File: src/rtl/core/free_list_page_allocator_core_assert.svh
// assertion macros for the free list page allocator core
// expects signals clk and rst in the scope of each use
`ifndef FREE_LIST_PAGE_ALLOCATOR_CORE_ASSERT_SVH
`define FREE_LIST_PAGE_ALLOCATOR_CORE_ASSERT_SVH

// same-cycle implication, disabled during reset
`define FLPA_ASSERT_IMP(name, ante, cons, msg) \
  name: assert property (@(posedge clk) disable iff (rst) (ante) |-> (cons)) \
    else $error(msg);

// next-cycle implication, disabled during reset
`define FLPA_ASSERT_NEXT(name, ante, cons, msg) \
  name: assert property (@(posedge clk) disable iff (rst) (ante) |=> (cons)) \
    else $error(msg);

`endif

File: src/rtl/core/flpa_pkg.sv
// shared constants, codes and types of the free list page allocator
// no dependencies
package flpa_pkg;

  localparam int MAX_PAGES = 1024;
  localparam int IDX_W     = $clog2(MAX_PAGES);
  localparam int LINK_W    = $clog2(MAX_PAGES + 1);
  localparam int PAGE_W    = 16;
  localparam int PCOUNT_W  = 11;
  localparam int MODE_W    = 2;
  localparam int STATUS_W  = 2;
  localparam int CFG_W     = 16;
  localparam int CFG_IDX_W = 1;

  // item modes
  localparam logic [MODE_W-1:0] MODE_INIT  = 2'd0;
  localparam logic [MODE_W-1:0] MODE_ALLOC = 2'd1;
  localparam logic [MODE_W-1:0] MODE_FREE  = 2'd2;

  // configuration register indexes
  localparam logic [CFG_IDX_W-1:0] REG_FIRST_PAGE = 1'd0;
  localparam logic [CFG_IDX_W-1:0] REG_PAGE_COUNT = 1'd1;

  typedef enum logic [STATUS_W-1:0] {
    ST_OK        = 2'd0,
    ST_NO_FREE   = 2'd1,
    ST_PAGE_ZERO = 2'd2,
    ST_RANGE     = 2'd3
  } status_t;

  typedef enum logic [1:0] {
    S_IDLE,
    S_WALK,
    S_FINISH
  } state_t;

  // controller to datapath
  typedef struct packed {
    logic capture;
    logic walk_step;
    logic commit;
  } ctrl_cmd_t;

  // datapath to controller
  typedef struct packed {
    logic [MODE_W-1:0] mode;
    logic              walk_done;
    logic              out_free;
  } dp_stat_t;

endpackage

File: src/rtl/core/flpa_ctrl.sv
// controller state machine of the free list page allocator
// depends on flpa_pkg
module flpa_ctrl (
  input  logic                clk,
  input  logic                rst,
  input  logic                in_valid,
  output logic                in_stall,
  input  flpa_pkg::dp_stat_t  stat,
  output flpa_pkg::ctrl_cmd_t cmd
);
  import flpa_pkg::*;

  state_t state;
  state_t state_next;

  // state register
  always_ff @(posedge clk) begin
    if (rst) begin
      state <= S_IDLE;
    end else begin
      state <= state_next;
    end
  end

  // next state and commands
  always_comb begin
    state_next    = state;
    cmd           = '0;
    in_stall      = 1'b1;
    unique case (state)
      S_IDLE: begin
        // no item is taken while reset is held
        in_stall = rst;
        if (in_valid && !rst) begin
          cmd.capture = 1'b1;
          state_next  = S_FINISH;
        end
      end
      S_WALK: begin
        if (stat.walk_done) begin
          state_next = S_FINISH;
        end else begin
          cmd.walk_step = 1'b1;
        end
      end
      S_FINISH: begin
        // init items walk the link table before they finish
        if (stat.mode == MODE_INIT && !stat.walk_done) begin
          state_next = S_WALK;
        end else if (stat.out_free) begin
          cmd.commit = 1'b1;
          state_next = S_IDLE;
        end
      end
      default: begin
        state_next = S_IDLE;
      end
    endcase
  end

endmodule

File: config.mk
export PLATFORM = sky130hd
export DESIGN_NAME = flpa_ctrl
export DESIGN_NICKNAME = d
export VERILOG_FILES = /design/src/rtl/core/free_list_page_allocator_core_assert.svh /design/src/rtl/core/flpa_pkg.sv /design/src/rtl/core/flpa_ctrl.sv
export SDC_FILE = /design/constraint.sdc
export NUM_CORES = 1
export LEC_CHECK = 0
export BUFFER_PORTS_ARGS = -buffer_cell sky130_fd_sc_hd__buf_2
export CAP_MARGIN = 20
export CORE_AREA = 2 2 39 41
export DETAILED_ROUTE_END_ITERATION = 8
export DIE_AREA = 0 0 41 43
export PLACE_DENSITY = 0.4
export SYNTH_ARGS = -nofsm -noshare
export SYNTH_HDL_FRONTEND = slang
export SYNTH_SLANG_ARGS = --single-unit
File: constraint.sdc
create_clock -name clk -period 1.3 [get_ports clk]
set_clock_uncertainty 0.1 [all_clocks]
set_input_delay 0.13 -clock clk [delete_from_list [all_inputs] [get_ports clk]]
set_output_delay 0.13 -clock clk [all_outputs]
set_load 0.02 [all_outputs]
# After elaboration in Yosys (flattened, before gate mapping)

Index checks and enable logic that the tools add are counted.

Equal/unequal tests: 5
Multiplexer cells: 13
Reduce and logical (&&, ||, !) cells: 7

Operator list:

| operator           | number |
|---|---|
| $mux 1             | 8 |
| $mux 2             | 4 |
| $pmux 2 s3         | 1 |
| $logic_not 2->1    | 2 |
| $ne 2x2->1 const B | 2 |
| $ne 3x3->1 const B | 1 |
| $reduce_and 3->1   | 1 |
| $eq 2x1->1 const B | 1 |
| $eq 2x2->1 const B | 1 |
| $logic_and 1x1->1  | 2 |
| $logic_not 1->1    | 2 |

Register bits after elaboration: 2
Bits of input ports: 7
Word-level logic and storage cells: 26

# Depth between registers and ports, before layout

Depth in word-level cells: 4
Gate-level depth with buffers: 2

# Worst setup path after synthesis

No wires, ideal clock.

Path type: flip-flop to output port
Start: register state[1]
End: output port cmd[2] (netlist name)
Arrival time: 1.190 ns
Data required time: 1.070 ns
Setup slack: -0.120 ns
Cell stages (with the launch flop): 3
Cells stage by stage: dfxtp_1 > or3_2 > nor2_1

RTL lines:

| element                | RTL line        | RTL |
|---|---|---|
| start, declared        | flpa_ctrl.sv:13 | `state_t state;` |
| start signal, assigned | flpa_ctrl.sv:21 | `state <= state_next;` |
| end, declared          | flpa_ctrl.sv:9  | `output flpa_pkg::ctrl_cmd_t cmd` |

==> summary.md <==
| Metric | Value |
|---|---|
| Post-route ant nets | `0` |
| I/O pin count | `11` |
| Fmax | `about 730 MHz` |
| Termination of the worst setup path | `cmd[2]` |
| Worst hold path class | `primary input to flip-flop` |
| Starting DRT DRC Count | `2` |
| Worst-margin pin slew | `roughly 0.29 ns` |
| Hold_ws | `~0.027 ns` |
| Via count | `180` |
| FP Rows | `14` |
| Period minus WS final | `1.37 ns` |
| Setup crit start | `state[0]$_SDFFE_PP0P_` |
| CTS hold repair buffers | `0` |
| Multi-input combinational cell area | `around 110 µm²` |
| CTS tree | `yes` |
| Drt total wl | `approximately 470 µm` |
| Initial antenna violation count | `0` |
| Setup-failing EPs final | `5` |
| Distinct cells, synth | `11` |
| Gpl congestion | `0.623` |
| Vias in the first global route | `about 170` |
| Worst EP arrival | `around 1.1 ns` |
| Input/output buffers | `10` |
| Critical-path maximum fanout | `4` |
| Chip Width | `approximately 41 µm` |
| Final core occ | `22.2%` |
| Synth Register Bits | `2` |
| # DRC | `0` |
| First-pass GRT wire length | `~780 µm` |
| Pwr Total | `0.275 mW` |
| Failing checks | `negative setup slack` |
| Setup Crit Path Kind | `flip-flop to primary output` |
| CP Capture Type | `primary output` |
| Die Footprint | `approximately 1800 µm²` |
| Total gr overflow | `0` |
| RSZ-0062 raised after global routing | `yes` |
| Min setup slack post-route | `-0.0715 ns` |
| Vias per std cell | `between 3 and 4` |
| Max Slew Vio Count | `0` |
| CP Cell Sequence | `or3_4 -> nor2_4 -> buf_6` |
| Core Box Area | `1380 µm²` |
| Largest net degree at the start of global routing | `5` |
| Die height | `43 µm` |
| Headroom to the max-slew limit | `80.5%` |
| Final period utilization | `106%` |
| GR Util All Layers | `7.11%` |
| Worst-path clk slew | `~0.03 ns` |
| Routed wire per std cell | `10.0 µm` |
| Area growth, synth to finish | `128%` |
| R2R depth | `3` |
| Top Registers | `state (2)` |
| Layout cells sized above 1 | `80.6%` |
| Fin nets | `40` |
| Avg Cell Area, Syn | `just under 10 µm²` |
| Register area | `about 43 µm²` |
| R2r endpoint | `state[0]$_SDFFE_PP0P_` |
| Worst skew pair latency | `roughly 0.22 ns` |
| Seq/Total Area, Yosys | `29.6%` |
| CTS Buf Count | `3` |
| Synth warn | `0` |
| Root buffer cell | `clkbuf_4` |
| Power Dens Cells | `894 nW/µm²` |
| GR Layer Usage met3 | `6.28%` |
| Status | `finished with violations` |
| Cell Area, Synth | `around 140 µm²` |
| Global routing's busiest layer | `met1` |
| Max Cap Viol | `0` |
| Crit path max-delay family | `simple AND/OR/NAND/NOR gates` |
| Sink Count | `2` |
| Antenna fix cells | `0` |
| Biggest register | `state` |
| Max VDD drop | `between 0.2 and 0.3 mV` |
| H-tree Lvls | `1` |
| Clock Path Buffers | `2` |
| Setup tns final | `-0.193 ns` |
| Max reg flops | `2` |
| Worst r2r src | `state[1]$_SDFFE_PP0P_` |
| Reg2reg setup slack | `-0.03 ns` |
| Pleak | `0.131 nW` |
| CP Launch Type | `flip-flop` |
| Layout Cells excl Fill | `47` |
| Mapped Nets | `21` |
| Critical path's slowest cell | `or3_4` |
| Placed cell count | `between 40 and 50` |
| Fillers | `151` |
| M2 GR Usage | `just under 7%` |
| GR Layer Usage met1 | `about a tenth` |
| Worst Path Required | `about 1.1 ns` |
| Count of final hold-check violations | `0` |
| Initial Utilization | `around 10%` |
| CP bufs+invs | `1` |
| Critical Path Max Stage Delay | `0.39 ns` |
| Post-Synthesis Cells | `14` |
| Instance count on the critical path | `3` |
| DRT Pass-1 Iters | `2` |
final cells by class:
class                      instances  area share [%]
sequential                         2            13.8
timing repair buffer              14            34.1
multi-input combinational         11            37.0
inverter                           1            1.22
tap                               16            6.50
clock buffer                       3            7.32
through the flow:
stage	instance area, µm²	worst slack, ns
3_3_place_gp	235	0.00117
2_1_floorplan	143	0.00816
5_1_grt	308	-0.142
4_1_cts	289	-0.0905
6_report	308	-0.0715
3_5_place_dp	235	-0.0330
power breakdown:
part	internal (mW)	switching, mW	total, mW
clock	0.102	0.0348	0.136
sequential	0.0660	0.00389	0.0698
combinational	0.0380	0.0308	0.0688
cell usage in the layout (no fill, tap or decap), drive strengths merged:
cell / synthesis / final
or3: 1 / 1
a211oi: 1 / 1
or4b: 2 / 2
nor2: 2 / 2
o32ai: 1 / 1
mux2i: 1 / 1
and4bb: 1 / 1
nor3: 1 / 1
inv: 1 / 1
clkbuf: 0 / 3
or2b: 1 / 1
buf: 0 / 14
dfxtp: 2 / 2
repair_timing:
item                       in CTS  in global routing
resized for setup               8                  5
setup endpoints to repair       5                  6
setup buffers                   1                  0
pin swaps                       0                  2
synthesized netlist by cell type (all sizes together):
| library cell | n | share of area (%) |
|---|---|---|
| or4b | 2 | 15 |
| nor2 | 2 | 5.6 |
| mux2i | 1 | 7.4 |
| or2b | 1 | 5.6 |
| o32ai | 1 | 6.5 |
| or3 | 1 | 5.6 |
| inv | 1 | 2.8 |
| dfxtp | 2 | 30 |
| a211oi | 1 | 9.3 |
| nor3 | 1 | 3.7 |
| and4bb | 1 | 9.3 |
cells by family after synthesis:
kind of cell	Yosys count	share of synthesized area, %
AND/OR/NAND/NOR	8	44.4
AO/OA/AOI/OAI	2	15.7
flip-flops	2	29.6
multiplexers	1	7.41
buffers and inverters	1	2.78
worst min-delay path by stage:
stage	depth (start not counted)	slack, ns	startpoint	end
2_1_floorplan	1	0.09	rst	state[0]$_SDFFE_PP0P_
3_3_place_gp	2	0.25	rst	state[0]$_SDFFE_PP0P_
3_5_place_dp	2	0.25	rst	state[0]$_SDFFE_PP0P_
4_1_cts	2	0.006	rst	state[0]$_SDFFE_PP0P_
5_1_grt	2	0.02	rst	state[0]$_SDFFE_PP0P_
6_report	2	0.03	stat[1]	state[0]$_SDFFE_PP0P_
metal layers:
metal  vias up  routed length [µm]
met5         -                   0
met4         0                   0
met3         0                  59
met2        11                 203
met1        78                 209
li1         91                   -
Note: power is estimated with default switching activity, not from simulation.
